==> config.mk <==
export PLATFORM = sky130hd
export DESIGN_NAME = sha1_hash_engine_top
export DESIGN_NICKNAME = d
export VERILOG_FILES = /design/src/design/sha1h_pkg.sv /design/src/design/sha1h_ctrl.sv /design/src/design/sha1h_datapath.sv /design/src/design/sha1_hash_engine_top.sv
export SDC_FILE = /design/constraint.sdc
export NUM_CORES = 2
export LEC_CHECK = 0
export BUFFER_PORTS_ARGS = -buffer_cell sky130_fd_sc_hd__buf_2
export CORE_MARGIN = 1.5
export CORE_UTILIZATION = 60
export DETAILED_ROUTE_END_ITERATION = 10
export GPL_TIMING_DRIVEN = 0
export PLACE_DENSITY = 0.76
export SETUP_SLACK_MARGIN = 0.05
export SYNTH_ARGS = -nofsm -noshare
export SYNTH_HDL_FRONTEND = slang
export SYNTH_SLANG_ARGS = --single-unit
==> constraint.sdc <==
create_clock -name clk -period 16.9 [get_ports clk]
set_input_delay 1.69 -clock clk [delete_from_list [all_inputs] [get_ports clk]]
set_output_delay 1.69 -clock clk [all_outputs]
set_load 0.02 [all_outputs]
==> src/design/sha1h_pkg.sv <==
`default_nettype none
package sha1h_pkg;

    localparam int unsigned WordW     = 32;
    localparam int unsigned BlockW    = 512;
    localparam int unsigned NumChain  = 5;
    localparam int unsigned CountW    = 61;
    localparam int unsigned LenW      = 64;
    localparam int unsigned PosW      = 6;
    localparam int unsigned RoundW    = 7;
    localparam int unsigned IdxW      = 3;

    localparam logic [7:0]        PAD_BYTE      = 8'h80;
    localparam logic [PosW-1:0]   POS_LAST      = 6'h3F;
    localparam logic [PosW-1:0]   POS_LEN       = 6'd56;
    localparam logic [RoundW-1:0] ROUND_EXPAND  = 7'd16;
    localparam logic [RoundW-1:0] ROUND_PARITY1 = 7'd20;
    localparam logic [RoundW-1:0] ROUND_MAJ     = 7'd40;
    localparam logic [RoundW-1:0] ROUND_PARITY2 = 7'd60;
    localparam logic [RoundW-1:0] ROUND_LAST    = 7'd79;
    localparam logic [IdxW-1:0]   WORD_LAST     = 3'd4;

    typedef struct packed {
        logic [7:0] data_byte;
        logic       byte_present;
        logic       end_of_message;
    } in_item_t;

    typedef struct packed {
        logic [WordW-1:0] digest_word;
        logic [IdxW-1:0]  word_index;
        logic             last_word;
    } out_item_t;

    typedef enum logic [1:0] {
        SRC_DATA,
        SRC_PAD,
        SRC_ZERO,
        SRC_LEN
    } byte_src_t;

    typedef enum logic [1:0] {
        FN_CHOOSE,
        FN_PARITY1,
        FN_MAJORITY,
        FN_PARITY2
    } round_fn_t;

    typedef enum logic [2:0] {
        ST_IDLE,
        ST_LATCH,
        ST_PAD80,
        ST_PAD_ZERO,
        ST_PAD_LEN,
        ST_ROUND,
        ST_FOLD,
        ST_EMIT
    } ctrl_state_t;

    typedef struct packed {
        logic            byte_load;
        byte_src_t       byte_src;
        logic            count_inc;
        logic            len_load;
        logic            round_init;
        logic            round_en;
        logic            round_expand;
        round_fn_t       round_fn;
        logic            chain_add;
        logic            msg_clear;
        logic [IdxW-1:0] word_sel;
    } dp_cmd_t;

    typedef struct packed {
        logic pos_last;
        logic pos_at_len;
    } dp_status_t;

    function automatic logic [WordW-1:0] chain_init(input logic [IdxW-1:0] idx);
        logic [WordW-1:0] v;
        unique case (idx)
            3'd0:    v = 32'h67452301;
            3'd1:    v = 32'hEFCDAB89;
            3'd2:    v = 32'h98BADCFE;
            3'd3:    v = 32'h10325476;
            3'd4:    v = 32'hC3D2E1F0;
            default: v = '0;
        endcase
        return v;
    endfunction

    function automatic logic [WordW-1:0] round_k(input round_fn_t fn);
        logic [WordW-1:0] v;
        unique case (fn)
            FN_CHOOSE:   v = 32'h5A827999;
            FN_PARITY1:  v = 32'h6ED9EBA1;
            FN_MAJORITY: v = 32'h8F1BBCDC;
            FN_PARITY2:  v = 32'hCA62C1D6;
            default:     v = '0;
        endcase
        return v;
    endfunction

endpackage
`default_nettype wire

==> src/design/sha1h_ctrl.sv <==
`default_nettype none
module sha1h_ctrl
(
    input  wire logic                  clk,
    input  wire logic                  rst_n,
    input  wire logic                  in_valid,
    output      logic                  in_ready,
    input  wire sha1h_pkg::in_item_t   in_data,
    output      logic                  out_valid,
    input  wire logic                  out_ready,
    input  wire sha1h_pkg::dp_status_t status,
    output      sha1h_pkg::dp_cmd_t    cmd
);
    import sha1h_pkg::*;

    ctrl_state_t       state_reg, state_next;
    ctrl_state_t       resume_reg, resume_next;
    logic [RoundW-1:0] round_reg, round_next;
    logic [IdxW-1:0]   idx_reg, idx_next;
    round_fn_t         fn;

    always_ff @(posedge clk or negedge rst_n)
    begin
        if (!rst_n)
        begin
            state_reg  <= ST_IDLE;
            resume_reg <= ST_IDLE;
            round_reg  <= '0;
            idx_reg    <= '0;
        end
        else
        begin
            state_reg  <= state_next;
            resume_reg <= resume_next;
            round_reg  <= round_next;
            idx_reg    <= idx_next;
        end
    end

    always_comb
    begin
        priority if (round_reg < ROUND_PARITY1)
            fn = FN_CHOOSE;
        else if (round_reg < ROUND_MAJ)
            fn = FN_PARITY1;
        else if (round_reg < ROUND_PARITY2)
            fn = FN_MAJORITY;
        else
            fn = FN_PARITY2;
    end

    always_comb
    begin
        state_next   = state_reg;
        resume_next  = resume_reg;
        round_next   = round_reg;
        idx_next     = idx_reg;
        in_ready     = 1'b0;
        out_valid    = 1'b0;
        cmd          = '0;
        cmd.byte_src = SRC_DATA;
        cmd.round_fn = fn;
        cmd.word_sel = idx_reg;

        unique case (state_reg)
            ST_IDLE:
            begin
                in_ready = 1'b1;
                if (in_valid)
                begin
                    if (in_data.byte_present)
                    begin
                        cmd.byte_load = 1'b1;
                        cmd.count_inc = 1'b1;
                        if (status.pos_last)
                        begin
                            cmd.round_init = 1'b1;
                            state_next     = ST_ROUND;
                            resume_next    = in_data.end_of_message ? ST_LATCH : ST_IDLE;
                        end
                        else if (in_data.end_of_message)
                        begin
                            state_next = ST_LATCH;
                        end
                    end
                    else if (in_data.end_of_message)
                    begin
                        state_next = ST_LATCH;
                    end
                end
            end
            ST_LATCH:
            begin
                cmd.len_load = 1'b1;
                state_next   = ST_PAD80;
            end
            ST_PAD80:
            begin
                cmd.byte_load = 1'b1;
                cmd.byte_src  = SRC_PAD;
                state_next    = ST_PAD_ZERO;
                if (status.pos_last)
                begin
                    cmd.round_init = 1'b1;
                    state_next     = ST_ROUND;
                    resume_next    = ST_PAD_ZERO;
                end
            end
            ST_PAD_ZERO:
            begin
                if (status.pos_at_len)
                begin
                    state_next = ST_PAD_LEN;
                end
                else
                begin
                    cmd.byte_load = 1'b1;
                    cmd.byte_src  = SRC_ZERO;
                    if (status.pos_last)
                    begin
                        cmd.round_init = 1'b1;
                        state_next     = ST_ROUND;
                        resume_next    = ST_PAD_ZERO;
                    end
                end
            end
            ST_PAD_LEN:
            begin
                cmd.byte_load = 1'b1;
                cmd.byte_src  = SRC_LEN;
                if (status.pos_last)
                begin
                    cmd.round_init = 1'b1;
                    state_next     = ST_ROUND;
                    resume_next    = ST_EMIT;
                end
            end
            ST_ROUND:
            begin
                cmd.round_en     = 1'b1;
                cmd.round_expand = (round_reg >= ROUND_EXPAND);
                if (round_reg == ROUND_LAST)
                begin
                    round_next = '0;
                    state_next = ST_FOLD;
                end
                else
                begin
                    round_next = round_reg + 1'b1;
                end
            end
            ST_FOLD:
            begin
                cmd.chain_add = 1'b1;
                state_next    = resume_reg;
            end
            ST_EMIT:
            begin
                out_valid = 1'b1;
                if (out_ready)
                begin
                    if (idx_reg == WORD_LAST)
                    begin
                        idx_next      = '0;
                        cmd.msg_clear = 1'b1;
                        state_next    = ST_IDLE;
                    end
                    else
                    begin
                        idx_next = idx_reg + 1'b1;
                    end
                end
            end
            default:
            begin
                state_next = ST_IDLE;
            end
        endcase
    end

endmodule
`default_nettype wire

==> src/design/sha1h_datapath.sv <==
`default_nettype none
module sha1h_datapath
(
    input  wire logic                     clk,
    input  wire logic                     rst_n,
    input  wire logic [7:0]               data_byte,
    input  wire sha1h_pkg::dp_cmd_t       cmd,
    output      sha1h_pkg::dp_status_t    status,
    output      logic [sha1h_pkg::WordW-1:0] digest_word
);
    import sha1h_pkg::*;

    logic [BlockW-1:0] block_reg, block_next;
    logic [WordW-1:0]  chain_reg [NumChain];
    logic [WordW-1:0]  a_reg, b_reg, c_reg, d_reg, e_reg;
    logic [CountW-1:0] count_reg;
    logic [LenW-1:0]   len_reg;
    logic [PosW-1:0]   pos_reg;

    logic [7:0]        byte_in;
    logic [WordW-1:0]  w0, w2, w8, w13, mix, x, f, tmp;

    assign w0  = block_reg[BlockW-1 -: WordW];
    assign w2  = block_reg[BlockW-1-2*WordW -: WordW];
    assign w8  = block_reg[BlockW-1-8*WordW -: WordW];
    assign w13 = block_reg[BlockW-1-13*WordW -: WordW];
    assign mix = w13 ^ w8 ^ w2 ^ w0;
    assign x   = cmd.round_expand ? {mix[WordW-2:0], mix[WordW-1]} : w0;

    always_comb
    begin
        unique case (cmd.byte_src)
            SRC_DATA: byte_in = data_byte;
            SRC_PAD:  byte_in = PAD_BYTE;
            SRC_ZERO: byte_in = 8'h00;
            SRC_LEN:  byte_in = len_reg[LenW-1 -: 8];
            default:  byte_in = 8'h00;
        endcase
    end

    always_comb
    begin
        unique case (cmd.round_fn)
            FN_CHOOSE:   f = (b_reg & c_reg) | (~b_reg & d_reg);
            FN_MAJORITY: f = (b_reg & c_reg) | (b_reg & d_reg) | (c_reg & d_reg);
            default:     f = b_reg ^ c_reg ^ d_reg;
        endcase
    end

    assign tmp = {a_reg[WordW-6:0], a_reg[WordW-1 -: 5]} + f + e_reg
                 + round_k(cmd.round_fn) + x;

    always_comb
    begin
        block_next = block_reg;
        if (cmd.byte_load)
            block_next = {block_reg[BlockW-9:0], byte_in};
        else if (cmd.round_en)
            block_next = {block_reg[BlockW-WordW-1:0], x};
    end

    always_ff @(posedge clk)
    begin
        block_reg <= block_next;
        if (cmd.round_init)
        begin
            a_reg <= chain_reg[0];
            b_reg <= chain_reg[1];
            c_reg <= chain_reg[2];
            d_reg <= chain_reg[3];
            e_reg <= chain_reg[4];
        end
        else if (cmd.round_en)
        begin
            a_reg <= tmp;
            b_reg <= a_reg;
            c_reg <= {b_reg[1:0], b_reg[WordW-1:2]};
            d_reg <= c_reg;
            e_reg <= d_reg;
        end
        if (cmd.len_load)
            len_reg <= {count_reg, 3'b000};
        else if (cmd.byte_load && (cmd.byte_src == SRC_LEN))
            len_reg <= {len_reg[LenW-9:0], 8'h00};
    end

    always_ff @(posedge clk or negedge rst_n)
    begin
        if (!rst_n)
        begin
            for (int i = 0; i < NumChain; i++)
                chain_reg[i] <= chain_init(IdxW'(i));
            count_reg <= '0;
            pos_reg   <= '0;
        end
        else
        begin
            if (cmd.msg_clear)
            begin
                for (int i = 0; i < NumChain; i++)
                    chain_reg[i] <= chain_init(IdxW'(i));
                count_reg <= '0;
            end
            else
            begin
                if (cmd.chain_add)
                begin
                    chain_reg[0] <= chain_reg[0] + a_reg;
                    chain_reg[1] <= chain_reg[1] + b_reg;
                    chain_reg[2] <= chain_reg[2] + c_reg;
                    chain_reg[3] <= chain_reg[3] + d_reg;
                    chain_reg[4] <= chain_reg[4] + e_reg;
                end
                if (cmd.count_inc)
                    count_reg <= count_reg + 1'b1;
            end
            if (cmd.byte_load)
                pos_reg <= pos_reg + 1'b1;
        end
    end

    assign status.pos_last   = (pos_reg == POS_LAST);
    assign status.pos_at_len = (pos_reg == POS_LEN);

    always_comb
    begin
        unique case (cmd.word_sel)
            3'd0:    digest_word = chain_reg[0];
            3'd1:    digest_word = chain_reg[1];
            3'd2:    digest_word = chain_reg[2];
            3'd3:    digest_word = chain_reg[3];
            3'd4:    digest_word = chain_reg[4];
            default: digest_word = '0;
        endcase
    end

endmodule
`default_nettype wire

==> src/design/sha1_hash_engine_top.sv <==
// SHA-1 engine, bytes in and digest words out. The transfer that completes
// a 64-byte block is followed by a busy period (80 rounds through the single
// round unit, then a fold into the chaining words) before the next byte is
// taken. End of message latches the length, then loads the padding and
// length bytes (9 to 72) one at a time, steps from the zero fill to the
// length bytes, and compresses each block that it fills, then the five digest
// words H0..H4 are offered one per cycle while out_ready allows. No input is
// taken while the digest is shown; after the last word the engine is back at
// the initial chaining values.
`default_nettype none
module sha1_hash_engine_top
(
    input  wire logic                 clk,
    input  wire logic                 rst_n,
    input  wire logic                 in_valid,
    output      logic                 in_ready,
    input  wire sha1h_pkg::in_item_t  in_data,
    output      logic                 out_valid,
    input  wire logic                 out_ready,
    output      sha1h_pkg::out_item_t out_data
);
    import sha1h_pkg::*;

    dp_cmd_t          cmd;
    dp_status_t       status;
    logic [WordW-1:0] digest_word;

    sha1h_ctrl u_ctrl
    (
        .clk       (clk),
        .rst_n     (rst_n),
        .in_valid  (in_valid),
        .in_ready  (in_ready),
        .in_data   (in_data),
        .out_valid (out_valid),
        .out_ready (out_ready),
        .status    (status),
        .cmd       (cmd)
    );

    sha1h_datapath u_datapath
    (
        .clk         (clk),
        .rst_n       (rst_n),
        .data_byte   (in_data.data_byte),
        .cmd         (cmd),
        .status      (status),
        .digest_word (digest_word)
    );

    assign out_data.digest_word = digest_word;
    assign out_data.word_index  = cmd.word_sel;
    assign out_data.last_word   = (cmd.word_sel == WORD_LAST);

endmodule
`default_nettype wire

Word level (Yosys, flattened, before mapping)
Cells that the tools add are included.

Register bits after elaboration: 976. Word-level logic and storage cells: 157. Output and inout bits: 38.

Equal/unequal tests: 28. Add/subtract/negate cells: 13. Bitwise logic cells: 13. Muxes and demuxes: 66. $lt $le $gt $ge: 4. Reduce and logical (&&, ||, !) cells: 15.

Operators with widths (number): 2-to-1 mux 512 bit (2); 2-to-1 mux 32 bit (11); 2-to-1 mux 160 bit (2); adder 32 bit (9); case mux 32 bit (5 select lines) (1); XOR 32 bit (5); AND 32 bit (4); 2-to-1 mux 64 bit (2); case mux 32 bit (4 select lines) (1); 2-to-1 mux 61 bit (2); OR 32 bit (3); case mux 32 bit (2 select lines) (1); adder 61 x 1 -> 61 bit, second input constant (1); 2-to-1 mux 3 bit (18); NOT 32 bit (1); case mux 8 bit (4 select lines) (1); case mux 3 bit (8 select lines) (1); 2-to-1 mux 1 bit (16); equality test 3 bit, second input constant (5); < comparator 7 x 6 -> 1 bit, second input constant (2); != test 2 bit, second input constant (7); equality test 3 x 2 -> 1 bit, second input constant (4); equality test 6 bit, second input constant (2); case mux 3 bit (4 select lines) (1); 23 further kinds (37).

Logic depth before layout (Yosys ltp)
Word-level depth: 12. Gate-level depth with buffers: 29. Mapped depth without buffers: 26.

Modules after synthesis
From an unflattened synthesis, not the netlist that was laid out.

Cell total of the unflattened synthesis: 4802. Area, all modules: 56028.7 µm².

Modules (own cells, without submodules): sha1h_datapath (instances 1, cells an instance 4679, area each 54980.2 µm²); sha1h_ctrl (instances 1, cells an instance 122, area each 1036.0 µm²); sha1_hash_engine_top (instances 1, cells an instance 1, area each 12.5 µm²).

Least setup slack after synthesis
Ideal clock, no wire load.

Kind: input to register. Start: input port in_valid. End: register u_datapath.block_reg[0] (enable). Data required time: 13.248 ns. Setup slack: 2.049 ns. Stages on the path: 6. Arrival: 11.199 ns. Cell sequence: nand2_1 > a221o_1 > clkbuf_1 > buf_2 > clkbuf_1 > nand2_1.

Word-level cells in the longest chain between the ends: 3.

RTL lines: from (decl) (line sha1_hash_engine_top.sv:15) `input wire logic in_valid,`; 2-to-1 mux 1 bit (line sha1h_ctrl.sv:69) `if (in_valid)`; case mux 1 bit (3 select lines) (line sha1h_ctrl.sv:65) `unique case (state_reg)`; nonzero test 2 bit (no line); to (signal assigned) (line sha1h_datapath.sv:64) `block_reg <= block_next;`; to (decl) (line sha1h_datapath.sv:13) `logic [BlockW-1:0] block_reg, block_next;`.

No other way between the ends. A chain may end at the register's enable or synchronous reset.

Worst setup path in the final report
Start: register u_ctrl.round_reg[3]. End: register u_datapath.a_reg[24] (data pin).

Word-level cells in the longest chain between the ends: 12. Elaborated cells on any way between the ends: 21. Those cells by class: add/sub: 4; order compare: 4; eq/ne: 3; mux: 9; reduce/logical: 1.

RTL lines: from (decl) (line sha1h_ctrl.sv:18) `logic [RoundW-1:0] round_reg, round_next;`; from (signal assigned) (line sha1h_ctrl.sv:35) `round_reg <= round_next;`; < comparator 7 x 6 -> 1 bit (line sha1h_ctrl.sv:46) `else if (round_reg < ROUND_PARITY2)`; 2-to-1 mux 1 bit (line sha1h_ctrl.sv:46); 2-to-1 mux 2 bit (line sha1h_ctrl.sv:44) `else if (round_reg < ROUND_MAJ)`; 2-to-1 mux 2 bit (line sha1h_ctrl.sv:42) `priority if (round_reg < ROUND_PARITY1)`; equality test 2 bit / zero test 2 bit (equally long branches) (line sha1h_pkg.sv:94, sha1h_datapath.sv:43); case mux 32 bit (2 select lines) (line sha1h_datapath.sv:43) `unique case (cmd.round_fn)`; adder 32 bit (2 in series) (line sha1h_datapath.sv:50) `assign tmp = {a_reg[WordW-6:0], a_reg[WordW-1 -: 5]} + f + e_reg`; adder 32 bit (line sha1h_datapath.sv:51) `+ round_k(cmd.round_fn) + x;`; adder 32 bit * (line sha1h_datapath.sv:51); 2-to-1 mux 32 bit * (line sha1h_datapath.sv:73) `else if (cmd.round_en)`; 2-to-1 mux 32 bit * (line sha1h_datapath.sv:65) `if (cmd.round_init)`; to (signal assigned) (line sha1h_datapath.sv:67) `a_reg <= chain_reg[0];`; to (signal assigned) (line sha1h_datapath.sv:75) `a_reg <= tmp;`; to (decl) (line sha1h_datapath.sv:15) `logic [WordW-1:0] a_reg, b_reg, c_reg, d_reg, e_reg;`.

Mark *: on every way between the ends. The rest lies on a longest branch, timed or not. The select of a mux whose other input is x is not followed.

==> qor.yml <==
status:
  status: "finished with violations"
  violations: "max-capacitance violations, max-slew violations"
worst_setup_path:
  cp_slowest_stage_delay_ns: 1.16
  worstPathRequired_ns: 17.31
  critPathMaxFanout: 12
  r2r_start: "u_ctrl.round_reg[3]"
  startpoint_type: "flop"
  arrival_ns: 10.64
  slowest_stage: "a211oi_1"
  rr_worst_depth: 25
  critical_path_class: "flop to flop"
  cp-end-kind: "flop"
  r2r_slack_ns: 6.67
  r2r_end: "u_datapath.a_reg[24]"
power_and_ir_drop:
  p_leak_nw: 26.15
  ir_worst_vdd_mv: 0.08148
  power.density_nw_per_um2: 79.13
  p_total_mw: 4.845
synth:
  synth_area_leader_cell: "edfxtp_1"
  synth_top_area_share_pct: 39.47
  synthFlopType: "edfxtp_1"
  synth_edf_count: 733
  netlist-cell-type-count: 91
  syn_avg_cell_area_sq_um: 11.44
  syn_area_sq_um: 55760
  syn_inst: 4873
  synth-async-reset-ratio_pct: 24.90
  seq_area_frac_synth_pct: 50.56
  yosysWarnings: 0
  yosys-top-cells-area: "edfxtp_1 39%, mux2_2 11%, dfrtp_1 7.3%, ha_1 4.6%, fa_1 4.5%"
  synth_nets: 5218
  synth_seq_cells: 976
route:
  drt_iter0_drc: 5508
  vias: 41510
  post_drt_via_cell_ratio: 6.523
  drtPass1Iterations: 6
  drt_wl_total_um: 176000
  drc_errors: 0
  detail-route-antenna-nets: 0
  wl_per_cell_um: 27.66
placement:
  place.gp.congestion: 1.035
  dp_cells: 6180
  io_buffers: 51
  postPlaceCellArea_sq_um: 57940
  hpwl_um: 131000
clock_network:
  clkTransAtPathRegs_ns: 0.07
  cts_root_buffer: "clkbuf_16"
  numCtsBuffers: 100
  cts.sinks: 976
  htreeDepth: 3
  ctsResizeCount: 0
  cts_tree: "yes"
  postCtsHoldBufs: 0
  cts.path.max_buffers: 3
  cts_setup_buffers: 0
  clock_latency_ns: 0.70
floorplan:
  start_util_pct: 60.65
  dieHeight_um: 307.9
  die_area_sq_um: 94780
  core_sq_um: 91940
  ios: 52
  die_w_um: 307.9
  rows: 111
sta:
  fin_crit_ns: 10.23
  period_share_pct: 60.54
  setup_viol: 0
  slew_violations: 11
  clock.fmax_mhz: 97.74
  worst_pin_slew_ns: 1.508
  rsz0062_at_grt: "no"
  final.setup_skew_ns: 0.03020
  max_slew_margin_pct: -0.5656
  hold_slack_ns: 0.4851
  hold_viol_final: 0
layout:
  fin_area_sq_um: 61230
  antenna_cells: 0
  largest_reg_flops: 512
  layout.cells.non_filler: 6364
  drive_gt1_share_pct: 17.87
  fin_nets: 5384
  area_delta_synth_final_pct: 9.801
global_routing:
  grt_pass1_vias: 39280
  grt_pass1_wl_um: 256900
  gr-total-overflow: 0
  grtUsageMet1_pct: 54.83
  grt_use_total_pct: 37.05
  grt_max_degree: 108
  antenna_found_initial: 8
  grtUsageMet2_pct: 53.00
  met3_usage_pct: 8.823
  top_usage_layer: "met1"
worst_hold_path:
  min_to: "u_datapath.pos_reg[5]"
  hold_depth: 1
  min_from: "u_datapath.pos_reg[5]"
  min_path_type: "flop to flop"
job:
  drv_cap: 1
[layout make-up]
type	instances	area (sq um)
fillers	7093	30710
flip-flops and latches	976	28190
multi-input cells	3438	25800
clock buffers	135	2765
well taps	1243	1555
inverters	250	938.4
plain buffers	209	858.3
repair buffers	64	598.1
clock inverters	49	521.8
[cell families after synthesis]
family          after synthesis  share of synthesized area, %
buf+inv                     459                         3.220
mux                         584                         11.71
xor+xnor                    302                         4.743
compound gates              943                         10.43
fa+ha+maj                   332                         9.128
flops                       976                         50.56
simple gates               1277                         10.22
[metal layers]
metal / up-vias / wire, um
met5: - / 0
met4: 0 / 7721
met3: 425 / 21210
met2: 2518 / 74380
met1: 20640 / 72720
li1: 17930 / -
[cells in the final DEF (no fill, tap or decap), drive strengths merged, types with 28 or more instances in the layout]
cell    Yosys  routed
o211ai     37      37
and3       31      31
a31oi      28      28
clkbuf    135     270
edfxtp    733     733
inv       250     252
mux2i      38      38
buf        74     137
fa        125     125
xor2      106     106
a22oi      50      50
dfstp      80      80
xnor2     196     196
dfrtp     163     163
a21oi     254     254
nor2      244     244
clkinv      0      35
o21ai     298     298
ha        206     206
nor3       62      62
mux2      546     546
nand2     646     646
a21o       89      89
nand2b     33      33
nand3     126     126
[per-stage QoR]
step / util, % / TNS [ns] / setup slack [ns]
after floorplan: - / 0 / 2.049
after global placement: 62.62 / -1911.87 / -3.784
after detailed placement: 63.02 / 0 / 7.203
after CTS: 66.60 / 0 / 7.120
after global routing: 66.60 / 0 / 6.466
final: 66.60 / 0 / 6.669
[critical path, delay by kind of cell (launching register included)]
| kind | cells | cell delay [ns] |
|---|---|---|
| buffers and inverters | 6 | 2.25 |
| flip-flops | 1 | 0.37 |
| XOR/XNOR | 1 | 0.19 |
| AO/OA/AOI/OAI | 12 | 4.24 |
| adder cells (fa/ha/maj) | 6 | 2.87 |
[synth_stat cells, types with 31 or more instances]
cell type / n
nor3_1: 61
ha_1: 206
a21oi_1: 254
dfstp_2: 80
clkbuf_1: 134
fa_1: 125
mux2_2: 546
xnor2_1: 196
inv_1: 250
and3_1: 31
nor2_1: 242
o211ai_1: 37
nand2b_1: 33
mux2i_1: 38
o21ai_0: 284
a22oi_1: 50
nand2_1: 645
a21o_1: 89
xor2_1: 106
dfrtp_1: 163
nand3_1: 125
buf_2: 42
edfxtp_1: 733
[how the worst max path moves through the flow]
| stage | from | endpoint | slack [ns] | depth (start not counted) |
|---|---|---|---|---|
| final | u_ctrl.round_reg[3] | u_datapath.a_reg[24] | 6.67 | 25 |
| after global placement | in_valid | u_datapath.block_reg[338] | -3.78 | 7 |
| after global routing | u_ctrl.round_reg[3] | u_datapath.a_reg[31] | 6.47 | 27 |
| after CTS | u_ctrl.round_reg[3] | u_datapath.a_reg[24] | 7.12 | 25 |
| after floorplan | in_valid | u_datapath.block_reg[0] | 2.05 | 6 |
| after detailed placement | u_ctrl.round_reg[3] | u_datapath.a_reg[24] | 7.20 | 25 |
[where the power goes]
part | switching (mW) | leakage (nW) | internal (mW) | total [mW]
combinational | 0.0156 | 13.6 | 0.00346 | 0.0190
clock | 0.975 | 1.61 | 1.30 | 2.27
sequential | 0.000617 | 11.0 | 2.55 | 2.55
total | 0.991 | 26.2 | 3.85 | 4.85
(Power assumes the default switching activity.)
